--- config.mk ---
export PLATFORM = sky130hd
export DESIGN_NAME = chat_line_tokenizer_top
export DESIGN_NICKNAME = d
export VERILOG_FILES = /design/src/rtl/clt_pkg.sv /design/src/rtl/clt_classify.sv /design/src/rtl/clt_out_stage.sv /design/src/rtl/chat_line_tokenizer_top.sv
export SDC_FILE = /design/constraint.sdc
export NUM_CORES = 1
export LEC_CHECK = 0
export BUFFER_PORTS_ARGS = -buffer_cell sky130_fd_sc_hd__buf_2
export CORE_MARGIN = 3
export CORE_UTILIZATION = 60
export CTS_CLUSTER_SIZE = 8
export DETAILED_ROUTE_END_ITERATION = 7
export HOLD_SLACK_MARGIN = 0.05
export PLACE_DENSITY = 0.82
export SETUP_SLACK_MARGIN = 0.5
export SKIP_CTS_REPAIR_TIMING = 1
export SYNTH_ARGS = -nofsm -noshare
export SYNTH_HDL_FRONTEND = slang
export SYNTH_SLANG_ARGS = --single-unit
--- constraint.sdc ---
create_clock -name clk_i -period 9.65 [get_ports clk_i]
set_input_delay 1.93 -clock clk_i [delete_from_list [all_inputs] [get_ports clk_i]]
set_output_delay 1.93 -clock clk_i [all_outputs]
set_load 0.02 [all_outputs]
--- src/rtl/clt_pkg.sv ---
// shared types and constants for the chat line tokenizer
`timescale 1ns / 1ps
`default_nettype none

package clt_pkg;

  localparam int unsigned LineLimitDef = 512;
  localparam int unsigned MaxTokensDef = 10;

  localparam logic [7:0] ChNul   = 8'h00;
  localparam logic [7:0] ChCr    = 8'h0d;
  localparam logic [7:0] ChLf    = 8'h0a;
  localparam logic [7:0] ChColon = 8'h3a;
  localparam logic [7:0] ChSpace = 8'h20;

  typedef enum logic [2:0] {
    KIND_PREFIX   = 3'd0,
    KIND_WORD     = 3'd1,
    KIND_FIRST_SP = 3'd2,
    KIND_EXTRA_SP = 3'd3,
    KIND_TRAILING = 3'd4,
    KIND_COLON    = 3'd5
  } kind_e;

  // per-line scan state, apart from the length counter
  typedef struct packed {
    logic       in_ws;
    logic [3:0] tokens;
    logic       prefix;
    logic       stopped;
    logic       trailing;
    logic       overflow;
  } scan_t;

  typedef struct packed {
    logic [7:0] out_byte;
    kind_e      kind;
    logic [3:0] token_index;
    logic       line_end;
    logic [3:0] token_count;
    logic       has_prefix;
    logic       truncated;
  } result_t;

endpackage

`default_nettype wire

--- src/rtl/clt_classify.sv ---
// per-byte classification and next line state
`timescale 1ns / 1ps
`default_nettype none

module clt_classify import clt_pkg::*; #(
  parameter int unsigned LINE_LIMIT = LineLimitDef,
  parameter int unsigned MAX_TOKENS = MaxTokensDef,
  localparam int unsigned LenW = $clog2(LINE_LIMIT)
) (
  input  logic [7:0]      byte_i,
  input  scan_t           scan_i,
  input  logic [LenW-1:0] len_i,
  output scan_t           scan_o,
  output logic [LenW-1:0] len_o,
  output logic            res_valid_o,
  output result_t         res_o
);

  localparam logic [LenW-1:0] LenMax = LenW'(LINE_LIMIT - 1);
  localparam logic [3:0]      TokMax = 4'(MAX_TOKENS);

  logic       line_start;
  logic [3:0] tok;
  logic [3:0] tok_inc;
  logic [3:0] cur_idx;
  logic [3:0] inc_idx;

  assign line_start = (len_i == '0);
  // a non-colon first byte opens token one
  assign tok     = line_start ? 4'd1 : scan_i.tokens;
  assign tok_inc = tok + 4'd1;
  assign cur_idx = (tok == 4'd0) ? 4'd0 : tok - 4'd1;
  assign inc_idx = tok;

  always_comb begin
    scan_o      = scan_i;
    len_o       = len_i;
    res_valid_o = 1'b0;
    res_o       = '{out_byte: byte_i, kind: KIND_PREFIX, token_index: 4'd0,
                    line_end: 1'b0, token_count: 4'd0, has_prefix: 1'b0,
                    truncated: 1'b0};
    if (byte_i == ChNul) begin
      res_valid_o = 1'b0;
    end else if (byte_i == ChCr || byte_i == ChLf) begin
      res_valid_o       = !line_start;
      res_o.out_byte    = 8'd0;
      res_o.line_end    = 1'b1;
      res_o.token_count = scan_i.tokens;
      res_o.has_prefix  = scan_i.prefix;
      res_o.truncated   = scan_i.overflow;
      scan_o            = '0;
      len_o             = '0;
    end else if (len_i >= LenMax) begin
      scan_o.overflow = 1'b1;
    end else begin
      res_valid_o = 1'b1;
      len_o       = len_i + 1'b1;
      if (line_start && byte_i == ChColon) begin
        scan_o.prefix = 1'b1;
        scan_o.tokens = 4'd0;
        res_o.kind    = KIND_COLON;
      end else begin
        scan_o.tokens = tok;
        if (scan_i.stopped) begin
          res_o.kind        = scan_i.trailing ? KIND_TRAILING : KIND_WORD;
          res_o.token_index = cur_idx;
        end else if (scan_i.in_ws) begin
          if (byte_i == ChColon) begin
            scan_o.tokens   = tok_inc;
            scan_o.stopped  = 1'b1;
            scan_o.trailing = 1'b1;
            res_o.kind      = KIND_COLON;
          end else if (byte_i == ChSpace) begin
            res_o.kind = KIND_EXTRA_SP;
          end else begin
            scan_o.tokens     = tok_inc;
            scan_o.in_ws      = 1'b0;
            res_o.kind        = KIND_WORD;
            res_o.token_index = inc_idx;
            if (tok_inc >= TokMax) begin
              scan_o.stopped = 1'b1;
            end
          end
        end else if (byte_i == ChSpace) begin
          res_o.kind   = KIND_FIRST_SP;
          scan_o.in_ws = 1'b1;
        end else if (scan_i.prefix && tok == 4'd0) begin
          res_o.kind = KIND_PREFIX;
        end else begin
          res_o.kind        = KIND_WORD;
          res_o.token_index = cur_idx;
        end
      end
    end
  end

endmodule

`default_nettype wire

--- src/rtl/clt_out_stage.sv ---
// result register with valid/ready handshake
`timescale 1ns / 1ps
`default_nettype none

module clt_out_stage import clt_pkg::*; (
  input  logic    clk_i,
  input  logic    rst_ni,
  input  logic    load_i,
  input  result_t res_i,
  output logic    free_o,
  output logic    valid_o,
  input  logic    ready_i,
  output result_t res_o
);

  logic    valid_q, valid_d;
  result_t res_q;

  // free when empty or the held beat leaves this cycle
  assign free_o  = !valid_q || ready_i;
  assign valid_d = load_i || (valid_q && !ready_i);

  always_ff @(posedge clk_i or negedge rst_ni) begin
    if (!rst_ni) begin
      valid_q <= 1'b0;
    end else begin
      valid_q <= valid_d;
    end
  end

  always_ff @(posedge clk_i) begin
    if (load_i) begin
      res_q <= res_i;
    end
  end

  assign valid_o = valid_q;
  assign res_o   = res_q;

endmodule

`default_nettype wire

--- src/rtl/chat_line_tokenizer_top.sv ---
// top level of the chat line tokenizer
//
//   channel  dir  handshake                 payload
//   in       in   in_valid_i / in_ready_o   in_byte_i
//   out      out  out_valid_o / out_ready_i out_byte_o kind_o token_index_o line_end_o
//                                           token_count_o has_prefix_o truncated_o
//
// one byte per cycle while in_ready_o is high; the scan state updates in the
// accept cycle and the result appears from the result register in the next cycle
// in_ready_o is low only while a held result is stalled by out_ready_i low
// reset clears the line state and empties the result register
// nul, empty line ends and dropped overlong bytes give no output beat
`timescale 1ns / 1ps
`default_nettype none

module chat_line_tokenizer_top import clt_pkg::*; #(
  parameter int unsigned LINE_LIMIT = LineLimitDef,
  parameter int unsigned MAX_TOKENS = MaxTokensDef
) (
  input  logic       clk_i,
  input  logic       rst_ni,
  input  logic       in_valid_i,
  output logic       in_ready_o,
  input  logic [7:0] in_byte_i,
  output logic       out_valid_o,
  input  logic       out_ready_i,
  output logic [7:0] out_byte_o,
  output logic [2:0] kind_o,
  output logic [3:0] token_index_o,
  output logic       line_end_o,
  output logic [3:0] token_count_o,
  output logic       has_prefix_o,
  output logic       truncated_o
);

  localparam int unsigned LenW = $clog2(LINE_LIMIT);

  scan_t           scan_q, scan_d;
  logic [LenW-1:0] len_q, len_d;
  logic            res_valid;
  result_t         res;
  result_t         res_out;
  logic            accept;
  logic            free;

  assign in_ready_o = free;
  assign accept     = in_valid_i && free;

  clt_classify #(
    .LINE_LIMIT(LINE_LIMIT),
    .MAX_TOKENS(MAX_TOKENS)
  ) u_classify (
    .byte_i     (in_byte_i),
    .scan_i     (scan_q),
    .len_i      (len_q),
    .scan_o     (scan_d),
    .len_o      (len_d),
    .res_valid_o(res_valid),
    .res_o      (res)
  );

  always_ff @(posedge clk_i or negedge rst_ni) begin
    if (!rst_ni) begin
      scan_q <= '0;
      len_q  <= '0;
    end else if (accept) begin
      scan_q <= scan_d;
      len_q  <= len_d;
    end
  end

  clt_out_stage u_out (
    .clk_i  (clk_i),
    .rst_ni (rst_ni),
    .load_i (accept && res_valid),
    .res_i  (res),
    .free_o (free),
    .valid_o(out_valid_o),
    .ready_i(out_ready_i),
    .res_o  (res_out)
  );

  assign out_byte_o    = res_out.out_byte;
  assign kind_o        = res_out.kind;
  assign token_index_o = res_out.token_index;
  assign line_end_o    = res_out.line_end;
  assign token_count_o = res_out.token_count;
  assign has_prefix_o  = res_out.has_prefix;
  assign truncated_o   = res_out.truncated;

endmodule

`default_nettype wire
# Word level (Yosys, flattened, before mapping)
# Cells that the tools add are included.
# Widths: inputs -> output; s select.
dict set report totals {
  wordCells 102
  output_inout_bits 24
  reg_bits 41
  inputBits 12
}
dict set report classes {
  n_reduce_logical 27
  eq_ne 7
  n_lt_le_gt_ge 2
  n_bitwise 2
  add_sub_neg 3
  n_mux 45
}
# operator count
set ops {}
lappend ops {{$mux 4} 10}
lappend ops {{$mux 7} 5}
lappend ops {{$mux 9} 3}
lappend ops {{$mux 22} 1}
lappend ops {{$eq 8x4->1 const B} 2}
lappend ops {{$eq 8x6->1 const B} 2}
lappend ops {{$mux 8} 2}
lappend ops {{$mux 1} 14}
lappend ops {{$mux 3} 4}
lappend ops {{$mux 5} 2}
lappend ops {{$add 9x1->9 const B} 1}
lappend ops {{$ge 9x9->1 const B} 1}
lappend ops {{$logic_not 9->1} 1}
lappend ops {{$logic_not 8->1} 1}
lappend ops {{$mux 2} 4}
lappend ops {{$reduce_and 4->1} 2}
lappend ops {{$reduce_bool 2->1} 4}
lappend ops {{$reduce_and 7->1} 1}
lappend ops {{$ne 2x1->1 const B} 3}
lappend ops {{$reduce_and 3->1} 2}
lappend ops {{$logic_and 1x1->1} 5}
lappend ops {{$reduce_and 5->1} 1}
lappend ops {{$add 4x1->4 const B} 1}
lappend ops {{$ge 4x4->1 const B} 1}
lappend ops {{other kinds (8)} 13}

# Longest topological paths before layout
dict set report logic_depth {
  word_depth 12
  mapped_depth 13
}

# By module
# A second synthesis with hierarchy kept.
dict set report unflattened {
  cells_unflattened 243
  area_unflattened_um2 2566.2
}
# mod instances area_each_um2 cells_each
set by_module_without_submodules {}
lappend by_module_without_submodules {clt_classify 1 1128.6 179}
lappend by_module_without_submodules {chat_line_tokenizer_top 1 729.4 39}
lappend by_module_without_submodules {clt_out_stage 1 708.2 25}

# Worst setup path after synthesis
# Ideal clock, no wire load.
dict set report synth_path {
  path_type {input port to flip-flop}
  start {input in_byte_i[4]}
  end {register u_out.res_q (netlist bit u_out.res_o[0]), enable pin}
  stages 6
  n_path_buf 1
  path_slack_ns 4.608
  arrival_ns 4.611
  path_cell_list {or4_4 -> a21o_1 -> buf_6 -> inv_1 -> nand2_1 -> o21ai_0}
}
dict set report synth_via {
  elab_chain_cells 5
  elab_cells_between_ends 7
  classes_between {eq/ne: 2; mux: 2; reduce/logical: 3}
}
# element line_no
set synth_rtl {}
lappend synth_rtl {{start: declaration} chat_line_tokenizer_top.sv:24} ;# input logic [7:0] in_byte_i,
lappend synth_rtl {{$eq 8x4->1} clt_classify.sv:44} ;# end else if (byte_i == ChCr || byte_i == ChLf) begin
lappend synth_rtl {{$logic_or 1x1->1} clt_classify.sv:44}
lappend synth_rtl {{$mux 1} clt_classify.sv:44}
lappend synth_rtl {{$mux 1 (*)} clt_classify.sv:42} ;# if (byte_i == ChNul) begin
lappend synth_rtl {{$logic_and 1x1->1 (*)} chat_line_tokenizer_top.sv:75} ;# .load_i (accept && res_valid),
lappend synth_rtl {{net u_out.load_i} clt_out_stage.sv:8} ;# input logic load_i,
lappend synth_rtl {{end signal: assignment} clt_out_stage.sv:33} ;# res_q <= res_i;
lappend synth_rtl {{end: declaration} clt_out_stage.sv:17} ;# result_t res_q;
# The timed path passes the listed nets; every way through them passes the cells marked *.
# A chain may end at the register's enable or synchronous reset.

# Worst setup path in the final report
dict set report layout_path {
  start {input out_ready_i}
  end {output in_ready_o}
}
dict set report layout_via {
  elab_chain_cells 1
}
# element line_no
set layout_rtl {}
lappend layout_rtl {{start: declaration} chat_line_tokenizer_top.sv:26} ;# input logic out_ready_i,
lappend layout_rtl {{$logic_or 1x1->1} clt_out_stage.sv:20} ;# assign free_o = !valid_q || ready_i;
lappend layout_rtl {{end: declaration} chat_line_tokenizer_top.sv:23} ;# output logic in_ready_o,
# No other way between the ends.

==> out/qor.txt <==
Post-Route WL = 4531 um
Crit Path Max Fanout = 5
Placer Congestion = 0.8674
PD cells = 180.7 mW/mm2
status = finished clean
std cell rows = 21
commonest non-fill, non-tap cells in the layout = 35 x buf_2, 29 x nand2_1, 22 x edfxtp_1
sum of negative setup slack = 0 ns
Final Max Tran Viols = 0
pin count of the biggest net entering global routing = 23
crit path capture = in_ready_o
Crit Path Category = input port to primary output
worst hold slack = 0.5182 ns
Fin. Hold Viols = 0
Crit path largest cell delay = 0.18 ns
Die H = 67.10 um
crit path launch = out_ready_i
htree depth = 2
filler-free cell count of the finished design = 299
Vias/cell = 5.983
FF-to-FF End = scan_q[2]
Synth Flop Type = edfxtp_1
Cell Area, Placed = 0.002395 mm2
first-pass detailed-route iteration total = 4
#FFs+latches synth = 41
worst skew pair latency = 0.29 ns
Layout area overhead = 10.56%
final number of setup-violating endpoints = 0
Final Cell Area = 0.002476 mm2
most used cell, CP = buf_2
maximum capacitance violations = 0
Iter 0 DRT Violations = 144
hold path startpoint = scan_q[0]
n_diodes = 0
Tot GR Track Use = 0.2212
VDD IR max = 0.1537 mV
vias after detailed routing = 1,789
cell area after synthesis = 0.002240 mm2
post-synthesis sequential area ratio = 0.5073
asr flop ratio synth = 0.4634
total clock sinks = 41
CORE AREA = 0.003468 mm2
Critical Path, Cell by Cell = buf_2 -> nand2b_1 -> buf_2
starting density of the core = 0.6457
Congestion Overflow GR = 0
IO Pins = 36
DRC viols = 0
CP Capture Type = primary output
commonest non-fill, non-tap cell in the layout = buf_2
Critical Path RT = 7.72 ns
Tmin final = 4.314 ns
achievable clock frequency = 0.2318 GHz
Nets = 271
antenna violations before repair = 0
clock transition at the registers of the reported paths = 0.07 ns
type of the most critical hold path = flip-flop to flip-flop
DPL Wire Length = 3373 um
R2R Path Start = len_q[0]
CTS tree = built
cts bufs inserted = 5
Placed Instances = 291
die footprint = 0.004502 mm2
yosys warns = 0
worst slew pin tran = 1.001 ns
Pwr Total = 0.0004474 W
synthesized net count = 242
CP Launch Type = input port
Worst Clk Skew = 0.005558 ns
Rel. slew slack = 0.3326
synth unique cells = 52
unrepaired setup endpoints after global routing = no
first-pass GRT wire length = 7417 um
syn_area_per_cell = 10.04 um2
die width = 67.10 um
layout cells sized above 1 = 0.1976
Clock Tree Buf Depth = 2
routed len/inst = 15.15 um
Post-synth EDFFs = 22
vias in the first global route = 1,615
R2R Setup Slk = 6.84 ns
Arr. time, crit path = 2.38 ns
cells on worst reg2reg path = 12
static leakage = 1.017 nW
Routed Antenna Nets = 0
gate count of the mapped netlist = 223
slowest stage cell, crit path = nand2b_1
Final period util = 0.4471
Clock Root Buffer = clkbuf_8
Port-buffer cells = 35
==> where the power goes <==
group | internal (W) | leakage, nW | switching [W] | total [W]
Sequential | 0.000213 | 0.457 | 0.0000288 | 0.000242
Clock | 0.0000486 | 0.0430 | 0.0000533 | 0.000102
Combinational | 0.0000408 | 0.517 | 0.0000629 | 0.000104
Total | 0.000302 | 1.02 | 0.000145 | 0.000447
==> registers in the layout (all words and copies together) (netlist names) <==
register and cells:
len_q 9, u_out.res_o 22, scan_q 9, u_out.valid_o 1
==> routing by layer <==
layer | up-vias | track usage | part of all wire
met5 | - | 0 | 0
met4 | 0 | 0.09367 | 0.013
met3 | 7 | 0.03710 | 0.058
met2 | 59 | 0.3669 | 0.49
met1 | 838 | 0.2834 | 0.44
li1 | 885 | - | -
==> how the worst min path moves through the flow <==
stage | to | slack [ns] | cells after the start
after floorplan | scan_q[0] | 0.45 | 2
after global placement | scan_q[0] | 0.47 | 2
after detailed placement | scan_q[0] | 0.49 | 2
after CTS | scan_q[0] | 0.51 | 2
after global routing | scan_q[0] | 0.56 | 2
final | scan_q[0] | 0.52 | 2
==> cell families (layout without fill, tap and decap cells) <==
family,after synthesis,after routing,share of synthesized area
buf+inv,20,50,0.04804
flops,41,41,0.5073
compound gates,53,53,0.1615
simple gates,100,100,0.2363
fa+ha+maj,7,7,0.03910
xor+xnor,2,2,0.007823
==> cells in the mapped netlist, types with 2 or more instances <==
cell | instances | area (um2)
a21o_1 | 2 | 15.01
ha_1 | 7 | 87.58
a31oi_1 | 4 | 25.02
nor3_1 | 4 | 20.02
a211oi_1 | 2 | 15.01
o21a_1 | 2 | 15.01
nor4_1 | 4 | 25.02
dfrtp_1 | 19 | 475.5
and2_1 | 7 | 43.79
o31ai_1 | 4 | 30.03
buf_6 | 2 | 22.52
o211ai_1 | 5 | 37.54
a32o_1 | 2 | 20.02
nand3_1 | 10 | 50.05
o21ai_0 | 8 | 40.04
xnor2_1 | 2 | 17.52
nor2_1 | 20 | 75.07
nor2b_1 | 4 | 25.02
nor4b_1 | 2 | 17.52
and3_1 | 2 | 12.51
inv_1 | 7 | 26.28
or4_1 | 4 | 30.03
a21oi_1 | 12 | 60.06
o31a_1 | 2 | 17.52
nand2_1 | 29 | 108.9
clkbuf_1 | 8 | 30.03
or4_4 | 2 | 22.52
nand2b_1 | 2 | 12.51
edfxtp_1 | 22 | 660.6
==> metrics by stage <==
step / util / worst slack [ns]
after floorplan: - / 4.608
after global placement: 0.6905 / 5.217
after detailed placement: 0.6905 / 5.140
after CTS: 0.7139 / 5.333
after global routing: 0.7139 / 5.260
final: 0.7139 / 5.336
==> final cells by class <==
cell class,instances,area (um2)
clock buffer,5,68.82
multi-input combinational,162,999.7
tap,46,57.56
sequential,41,1136
fill,280,992.2
inverter,7,26.28
clock inverter,3,12.51
timing repair buffer,35,175.2
==> critical path: cells and delay by family <==
kind                   cells  cell delay, ns
buffers and inverters      2            0.27
and+or+nand+nor            1            0.18
Power figures use the tool's default switching activity.
